===== config.mk =====
export PLATFORM = sky130hd
export DESIGN_NAME = parallel_led_four_step_encoder_core
export DESIGN_NICKNAME = d
export VERILOG_FILES = /design/src/hdl/plfse_pkg.sv /design/src/hdl/plfse_gather.sv /design/src/hdl/plfse_queue.sv /design/src/hdl/plfse_emit.sv /design/src/hdl/parallel_led_four_step_encoder_core.sv
export SDC_FILE = /design/constraint.sdc
export NUM_CORES = 1
export LEC_CHECK = 0
export BUFFER_PORTS_ARGS = -buffer_cell sky130_fd_sc_hd__buf_2
export CORE_ASPECT_RATIO = 0.75
export CORE_MARGIN = 3
export CORE_UTILIZATION = 55
export DETAILED_ROUTE_END_ITERATION = 7
export GPL_ROUTABILITY_DRIVEN = 0
export GPL_TIMING_DRIVEN = 0
export PLACE_DENSITY = 0.77
export SYNTH_ARGS = -nofsm -noshare
export SYNTH_HDL_FRONTEND = slang
export SYNTH_SLANG_ARGS = --single-unit

===== constraint.sdc =====
create_clock -name clk_i -period 25.5 [get_ports clk_i]
set_input_delay 1.275 -clock clk_i [delete_from_list [all_inputs] [get_ports clk_i]]
set_output_delay 1.275 -clock clk_i [all_outputs]
set_load 0.01 [all_outputs]

===== src/hdl/plfse_pkg.sv =====
// Shared types and constants for the parallel LED four-step encoder.
// No dependencies; every other file in hdl/ imports this package.
package plfse_pkg;

  localparam int unsigned Lanes        = 16;
  localparam int unsigned Planes       = 8;
  localparam int unsigned StepW        = 16;
  localparam int unsigned WordsPerSlot = 2 * Planes;
  localparam int unsigned QueueDepth   = 2;
  localparam int unsigned QPtrW        = $clog2(QueueDepth);
  localparam int unsigned QCntW        = QPtrW + 1;
  localparam int unsigned IdxW         = $clog2(WordsPerSlot);
  localparam int unsigned PlaneIdxW    = $clog2(Planes);
  localparam int unsigned ChanW        = 4;
  localparam int unsigned AddrW        = 3;

  localparam logic ModeAdd    = 1'b0;
  localparam logic ModeClose  = 1'b1;
  localparam logic RegSwapIdx = 1'b0;
  localparam logic SwapReset  = 1'b1;

  typedef struct packed {
    logic             mode;
    logic [ChanW-1:0] channel;
    logic [7:0]       data_byte;
  } in_word_t;

  typedef struct packed {
    logic [31:0] dma_word;
    logic        last_word;
    logic        frame_done;
  } out_word_t;

  // One closed slot: plane i holds bit (7 - i) of every lane.
  typedef struct packed {
    logic [Planes-1:0][StepW-1:0] planes;
    logic [StepW-1:0]             mask;
  } slot_t;

endpackage


===== src/hdl/plfse_gather.sv =====
// Front end: gathers lane bytes into bit planes and the active mask,
// and hands a finished slot to the queue on a close word. Uses plfse_pkg.
module plfse_gather (
  input  logic               clk_i,
  input  logic               rst_ni,
  input  logic               in_valid_i,
  output logic               in_stall_o,
  input  plfse_pkg::in_word_t in_data_i,
  input  logic               q_full_i,
  output logic               q_push_o,
  output plfse_pkg::slot_t   q_slot_o
);
  import plfse_pkg::*;

  logic [Planes-1:0][StepW-1:0] planes_q, planes_d;
  logic [StepW-1:0]             mask_q, mask_d;
  logic [StepW-1:0]             lane_bit;
  logic                         lane_ok;
  logic                         accept;

  // a close needs a free queue slot; adds never wait
  assign in_stall_o = (in_data_i.mode == ModeClose) && q_full_i;
  assign accept     = in_valid_i && !in_stall_o;

  assign lane_ok  = (5'(in_data_i.channel) < 5'(Lanes));
  assign lane_bit = StepW'(1) << in_data_i.channel;

  assign q_push_o        = accept && (in_data_i.mode == ModeClose);
  assign q_slot_o.planes = planes_q;
  assign q_slot_o.mask   = mask_q;

  always_comb begin
    planes_d = planes_q;
    mask_d   = mask_q;
    if (accept) begin
      if (in_data_i.mode == ModeClose) begin
        planes_d = '0;
        mask_d   = '0;
      end else if (lane_ok) begin
        mask_d = mask_q | lane_bit;
        for (int i = 0; i < Planes; i++) begin
          if (in_data_i.data_byte[Planes-1-i]) begin
            planes_d[i] = planes_q[i] | lane_bit;
          end
        end
      end
    end
  end

  always_ff @(posedge clk_i or negedge rst_ni) begin
    if (!rst_ni) begin
      planes_q <= '0;
      mask_q   <= '0;
    end else begin
      planes_q <= planes_d;
      mask_q   <= mask_d;
    end
  end

endmodule


===== src/hdl/plfse_queue.sv =====
// Short slot queue between the gather front end and the word emitter.
// Uses plfse_pkg for the slot type and depth.
module plfse_queue (
  input  logic             clk_i,
  input  logic             rst_ni,
  input  logic             push_i,
  input  plfse_pkg::slot_t slot_i,
  output logic             full_o,
  input  logic             pop_i,
  output logic             valid_o,
  output plfse_pkg::slot_t head_o
);
  import plfse_pkg::*;

  slot_t            mem_q [QueueDepth];
  logic [QPtrW-1:0] wr_q, rd_q;
  logic [QCntW-1:0] cnt_q, cnt_d;
  logic             do_push, do_pop;

  assign full_o  = (cnt_q == QCntW'(QueueDepth));
  assign valid_o = (cnt_q != '0);
  assign head_o  = mem_q[rd_q];
  assign do_push = push_i && !full_o;
  assign do_pop  = pop_i && valid_o;

  always_comb begin
    cnt_d = cnt_q;
    if (do_push && !do_pop) begin
      cnt_d = cnt_q + 1'b1;
    end else if (do_pop && !do_push) begin
      cnt_d = cnt_q - 1'b1;
    end
  end

  always_ff @(posedge clk_i or negedge rst_ni) begin
    if (!rst_ni) begin
      wr_q  <= '0;
      rd_q  <= '0;
      cnt_q <= '0;
    end else begin
      cnt_q <= cnt_d;
      if (do_push) begin
        wr_q <= QPtrW'((32'(wr_q) + 1) % QueueDepth);
      end
      if (do_pop) begin
        rd_q <= QPtrW'((32'(rd_q) + 1) % QueueDepth);
      end
    end
  end

  always_ff @(posedge clk_i) begin
    if (do_push) begin
      mem_q[wr_q] <= slot_i;
    end
  end

endmodule


===== src/hdl/plfse_emit.sv =====
// Back end: walks the queue head slot and emits its sixteen line-code
// words (or one end-of-frame word) through an output register. Uses plfse_pkg.
module plfse_emit (
  input  logic                 clk_i,
  input  logic                 rst_ni,
  input  logic                 swap_i,
  input  logic                 head_valid_i,
  input  plfse_pkg::slot_t     head_i,
  output logic                 pop_o,
  output logic                 out_valid_o,
  input  logic                 out_stall_i,
  output plfse_pkg::out_word_t out_data_o
);
  import plfse_pkg::*;

  logic [IdxW-1:0]  idx_q, idx_d;
  logic             out_valid_q, out_valid_d;
  out_word_t        out_q, word_d;
  logic             advance;
  logic             empty_slot;
  logic             final_word;
  logic [StepW-1:0] plane;

  assign advance    = head_valid_i && (!out_valid_q || !out_stall_i);
  assign empty_slot = (head_i.mask == '0);
  assign final_word = (idx_q == IdxW'(WordsPerSlot - 1));
  assign plane      = head_i.planes[idx_q[IdxW-1:1]];
  assign pop_o      = advance && (empty_slot || final_word);

  // even index: high step + first data step; odd: second data step + low step
  always_comb begin
    word_d = '0;
    if (empty_slot) begin
      word_d.last_word  = 1'b1;
      word_d.frame_done = 1'b1;
    end else begin
      word_d.last_word = final_word;
      if (!idx_q[0]) begin
        word_d.dma_word = swap_i ? {head_i.mask, plane} : {plane, head_i.mask};
      end else begin
        word_d.dma_word = swap_i ? {plane, StepW'(0)} : {StepW'(0), plane};
      end
    end
  end

  always_comb begin
    idx_d       = idx_q;
    out_valid_d = out_valid_q;
    if (advance) begin
      out_valid_d = 1'b1;
      if (!empty_slot) begin
        idx_d = final_word ? '0 : idx_q + 1'b1;
      end
    end else if (!out_stall_i) begin
      out_valid_d = 1'b0;
    end
  end

  always_ff @(posedge clk_i or negedge rst_ni) begin
    if (!rst_ni) begin
      idx_q       <= '0;
      out_valid_q <= 1'b0;
    end else begin
      idx_q       <= idx_d;
      out_valid_q <= out_valid_d;
    end
  end

  always_ff @(posedge clk_i) begin
    if (advance) begin
      out_q <= word_d;
    end
  end

  assign out_valid_o = out_valid_q;
  assign out_data_o  = out_q;

endmodule


===== src/hdl/parallel_led_four_step_encoder_core.sv =====
// Top level of the parallel LED four-step encoder: APB register, gather
// front end, slot queue and word emitter. Uses plfse_pkg and all plfse_* modules.

// Add words are taken one per cycle and never stall. A close word copies the
// gathered slot into a two-entry queue and stalls only while that queue is
// full. The emitter drains the queue head at one output word per cycle while
// the output is not stalled: sixteen words for a slot with active lanes and
// one for an empty close, so a stream of slots with active lanes is paced by
// the emitter. The half-word swap register resets to 1, sampled as words leave.
module parallel_led_four_step_encoder_core (
  input  logic                         clk_i,
  input  logic                         rst_ni,
  input  logic                         in_valid_i,
  output logic                         in_stall_o,
  input  plfse_pkg::in_word_t          in_data_i,
  output logic                         out_valid_o,
  input  logic                         out_stall_i,
  output plfse_pkg::out_word_t         out_data_o,
  input  logic                         psel,
  input  logic                         penable,
  input  logic                         pwrite,
  input  logic [plfse_pkg::AddrW-1:0]  paddr,
  input  logic [31:0]                  pwdata,
  output logic [31:0]                  prdata,
  output logic                         pready
);
  import plfse_pkg::*;

  logic  swap_q;
  logic  cfg_wr;
  logic  q_full, q_push, q_pop, q_valid;
  slot_t q_slot, q_head;

  assign pready = 1'b1;
  assign cfg_wr = psel && penable && pwrite && pready && (paddr[2] == RegSwapIdx);
  assign prdata = (paddr[2] == RegSwapIdx) ? {31'b0, swap_q} : 32'b0;

  always_ff @(posedge clk_i or negedge rst_ni) begin
    if (!rst_ni) begin
      swap_q <= SwapReset;
    end else if (cfg_wr) begin
      swap_q <= pwdata[0];
    end
  end

  plfse_gather u_gather (
    .clk_i      (clk_i),
    .rst_ni     (rst_ni),
    .in_valid_i (in_valid_i),
    .in_stall_o (in_stall_o),
    .in_data_i  (in_data_i),
    .q_full_i   (q_full),
    .q_push_o   (q_push),
    .q_slot_o   (q_slot)
  );

  plfse_queue u_queue (
    .clk_i   (clk_i),
    .rst_ni  (rst_ni),
    .push_i  (q_push),
    .slot_i  (q_slot),
    .full_o  (q_full),
    .pop_i   (q_pop),
    .valid_o (q_valid),
    .head_o  (q_head)
  );

  plfse_emit u_emit (
    .clk_i        (clk_i),
    .rst_ni       (rst_ni),
    .swap_i       (swap_q),
    .head_valid_i (q_valid),
    .head_i       (q_head),
    .pop_o        (q_pop),
    .out_valid_o  (out_valid_o),
    .out_stall_i  (out_stall_i),
    .out_data_o   (out_data_o)
  );

`ifndef NO_ASSERTIONS
  a_done_word: assert property (@(posedge clk_i) disable iff (!rst_ni)
    out_valid_o && out_data_o.frame_done |->
      out_data_o.last_word && (out_data_o.dma_word == 32'b0))
    else $error("end-of-frame word must be a zero last word");

  a_stall_close: assert property (@(posedge clk_i) disable iff (!rst_ni)
    in_stall_o |-> (in_data_i.mode == ModeClose) && q_full)
    else $error("front end stalled without a blocked close");

  a_full_valid: assert property (@(posedge clk_i) disable iff (!rst_ni)
    q_full |-> q_valid)
    else $error("queue full but no head slot");

  a_pop_emits: assert property (@(posedge clk_i) disable iff (!rst_ni)
    q_pop |=> out_valid_o && out_data_o.last_word)
    else $error("slot retired without its last word");
`endif

endmodule


==> parameters.txt <==
Parameter                              Value

Status
  Run status ... finished, final reports clean

Global route
  Overflow left after global routing ... 0
  Largest net degree at the start of global routing ... 114
  Global Route Usage Sum ... 24.9%
  Number of global-route vias before repair ... 11700
  First-pass GRT wire length ... 70800 µm
  Initial antenna violation count ... 1

Detailed routing
  DR iter-0 viols ... 1422
  Per-cell via count in the routed design ... 6.14
  Detailed-route via count ... 11700
  Number of remaining DRC errors ... 0
  Wire length per cell ... 24.2 µm
  Number of nets with antenna violations after detailed routing ... 0
  Pre-antenna DRT Iters ... 5
  Aggregate routed wire length ... 46200 µm

Finish
  Layout fillers ... 2361
  Combined flip-flop and latch cell area ... 0.0135 mm²
  Finished Cell Area ... 0.0221 mm²
  Combined area of the multi-input logic cells ... 0.00517 mm²
  N_diodes ... 0
  Total number of nets in the final design ... 1480
  Fraction of layout cells with a size suffix above 1 ... 21.0%
  Layout area overhead ... 13.9%

Die
  Core region area ... 0.0341 mm²
  Initial core utilization ... 56.8%
  Die Y-Extent ... 169 µm
  Die Outline Area ... 0.0375 mm²
  DIE WIDTH ... 223 µm
  Boundary Pins ... 124
  Rows ... 58

Yosys
  Most frequent cells after synthesis ... 322 x sky130_fd_sc_hd__edfxtp_1, 192 x sky130_fd_sc_hd__nor2_1, 153 x sky130_fd_sc_hd__dfrtp_1, 145 x sky130_fd_sc_hd__a21oi_1
  Synth area leaders ... sky130_fd_sc_hd__edfxtp_1 50%, sky130_fd_sc_hd__dfrtp_1 20%, sky130_fd_sc_hd__a21oi_1 3.7%
  Yosys top cell by area ... sky130_fd_sc_hd__edfxtp_1
  Mapped Cells ... 1284
  Number of flip-flops and latches in the synthesized netlist ... 476
  Count of yosys warnings during synthesis ... 0
  Post-Synthesis Mean Instance Area ... 15.1 µm²
  Fraction of post-synthesis cell area in the top cell type by area ... 49.9%
  Post-synth EDFFs ... 322
  Post-synthesis instance area ... 0.0194 mm²
  Most instantiated flip-flop cell in the synthesis netlist ... sky130_fd_sc_hd__edfxtp_1
  Async set or reset register ratio after synthesis ... 32.4%
  Synth cell types ... 51
  Sequential area share after synthesis ... 69.8%
  Cell with the most instances after synthesis ... sky130_fd_sc_hd__edfxtp_1

Setup path
  Startpoint-to-endpoint class of the critical path ... in -> reg
  Critical Path End Type ... register
  Most common cell type on the critical path ... sky130_fd_sc_hd__buf_2
  CP Data Required Time ... 25.76 ns
  CP top delay family ... buffers and inverters
  Cell chain of the critical path ... buf_2 > nand3b_1 > buf_2 > and3_1 > clkbuf_1 > buf_2 > nor2b_4 > buf_16 > buf_12 > buf_16
  Buffers plus inverters on the worst setup path ... 7
  Slowest library cell on the worst path ... sky130_fd_sc_hd__nor2b_4
  Largest incremental delay on the critical path ... 0.68 ns
  Startpoint Class ... input port
  Data arrival, critical path ... 3.79 ns
  Largest fanout on the critical path ... 30

Clocking
  Clock latency on the worst-skew pair ... 0.55 ns
  Number of buffers on the longest clock path ... 3
  Cell at the root of the clock tree ... sky130_fd_sc_hd__clkbuf_16
  CTS clock-pin slew for the worst setup and hold paths ... 0.07 ns
  H-tree depth ... 2
  Buffers inserted by post-CTS timing repair ... 0
  CTS tree ... yes
  Number of clock sinks ... 476
  Number of gates resized after CTS ... 0
  Number of hold buffers added after cts ... 0
  Number of buffers added by the clock tree synthesis step ... 43

STA
  RSZ-0062 raised after global routing ... false
  Transition time at the pin with the least slew margin ... 1.27 ns
  Normalized max-slew margin ... 15.1%
  Final Cycle Share ... 13.8%
  Final-report setup violation count ... 0
  Final setup slack of the worst path ... 21.97 ns
  TNS Setup ... 0 ns
  Achievable Freq ... 283 MHz
  Final hold viol count ... 0
  Period minus WS final ... 3.53 ns
  Worst Clk Skew ... 0.0115 ns
  Final number of max-transition violations ... 0

Placement
  Total cell area at the placement stage ... 0.0206 mm²
  Total half-perimeter wirelength after legalization and detailed placement ... 30500 µm
  Number of buffers inserted by port buffering ... 54
  Setup slack after placement ... 21.44 ns

Power and ir drop
  Power per cell area ... 111 mW/mm²
  Static leakage ... 8.70 nW
  Worst IR drop on VDD ... 0.0804 mV

Job
  Max-Cap Viols ... 0

Min path
  Hold Crit Class ... reg -> reg
[placed cells by master (no fill, tap or decap), types with 7 or more instances in the layout]
cell type and instances:
sky130_fd_sc_hd__edfxtp_1 322, sky130_fd_sc_hd__nor2_1 192, sky130_fd_sc_hd__dfrtp_1 153, sky130_fd_sc_hd__a21oi_1 144
sky130_fd_sc_hd__buf_2 93, sky130_fd_sc_hd__mux2i_1 48, sky130_fd_sc_hd__o22ai_1 48, sky130_fd_sc_hd__clkbuf_16 45
sky130_fd_sc_hd__buf_4 38, sky130_fd_sc_hd__clkbuf_1 35, sky130_fd_sc_hd__mux2_2 34, sky130_fd_sc_hd__conb_1 32
sky130_fd_sc_hd__mux4_2 29, sky130_fd_sc_hd__nand2b_1 22, sky130_fd_sc_hd__mux4_1 19, sky130_fd_sc_hd__a22oi_1 16
sky130_fd_sc_hd__a211oi_1 16, sky130_fd_sc_hd__a2111o_1 16, sky130_fd_sc_hd__nor2b_1 12, sky130_fd_sc_hd__buf_12 10
sky130_fd_sc_hd__and3_1 10, sky130_fd_sc_hd__a31oi_1 9, sky130_fd_sc_hd__clkinv_1 9, sky130_fd_sc_hd__nor4_1 8
sky130_fd_sc_hd__a31oi_2 7, sky130_fd_sc_hd__clkinv_2 7
[registers in the layout, indices dropped and copies added, names as in the netlist]
register and cells:
u_queue.wr_q 1, u_gather.q_slot_o 128, u_gather.mask_q 16, u_queue.cnt_q 2
u_emit.out_data_o 34, u_queue.mem_q 288, u_emit.idx_q 4, u_emit.out_valid_o 1
swap_q 1, u_queue.rd_q 1
[path summary, 6_finish.rpt]
kind                                  startpoint                      to  slack [ns]  depth (start not counted)
min in group asynchronous                 rst_ni  u_gather.q_slot_o[138]        0.61                          1
max in group asynchronous                 rst_ni   u_gather.q_slot_o[35]       23.99                          2
max reg2reg                     u_queue.cnt_q[0]    u_queue.mem_q[0][27]       22.34                          9
max                                in_data_i[12]    u_queue.mem_q[0][27]       21.97                         10
min reg2reg                u_gather.q_slot_o[51]    u_queue.mem_q[0][51]        0.47                          0
min                        u_gather.q_slot_o[51]    u_queue.mem_q[0][51]        0.47                          0
[cell type report]
cell class	instances	share of cell area, %
Timing Repair Buffer	64	2.31
Clock inverter	27	1.34
Tap cell	450	2.55
Multi-Input combinational cell	710	23.4
Buffer	125	3.69
Clock buffer	52	5.36
Inverter	3	0.0510
Sequential cell	476	61.3
[metal layers]
metal  track usage, %  part of all wire [%]
met1             36.5                    41
met5                0                 0.017
met2             38.2                    46
met4             6.60                   2.1
met3             5.79                    10
[through the flow]
step           cells  util [%]  hold slack (ns)  power, mW
6_report        1907      64.7            0.468       2.44
3_5_place_dp    1828      60.4            0.452       1.76
2_1_floorplan   1314         -            0.443       1.52
4_1_cts         1907      64.7            0.467       2.43
3_3_place_gp    1818      59.6            0.445       1.74
5_1_grt         1907      64.7            0.487       2.53
[power breakdown]
| part | leakage (nW) | switching (mW) | internal, mW |
|---|---|---|---|
| Sequential | 5.13 | 0.0447 | 0.968 |
| Combinational | 2.85 | 0.453 | 0.300 |
| Clock | 0.715 | 0.283 | 0.392 |
[logic make-up (layout without fill, tap and decap cells)]
logic type | Yosys count | after routing | synth area share, %
AO/OA/AOI/OAI | 262 | 262 | 8.39
XOR/XNOR | 6 | 6 | 0.271
adder cells (fa/ha/maj) | 2 | 2 | 0.129
buffers and inverters | 128 | 271 | 4.26
flip-flops | 476 | 476 | 69.8
multiplexers | 131 | 131 | 10.5
other | 2 | 32 | 0.0388
AND/OR/NAND/NOR | 277 | 277 | 6.57
(Power assumes the default switching activity.)
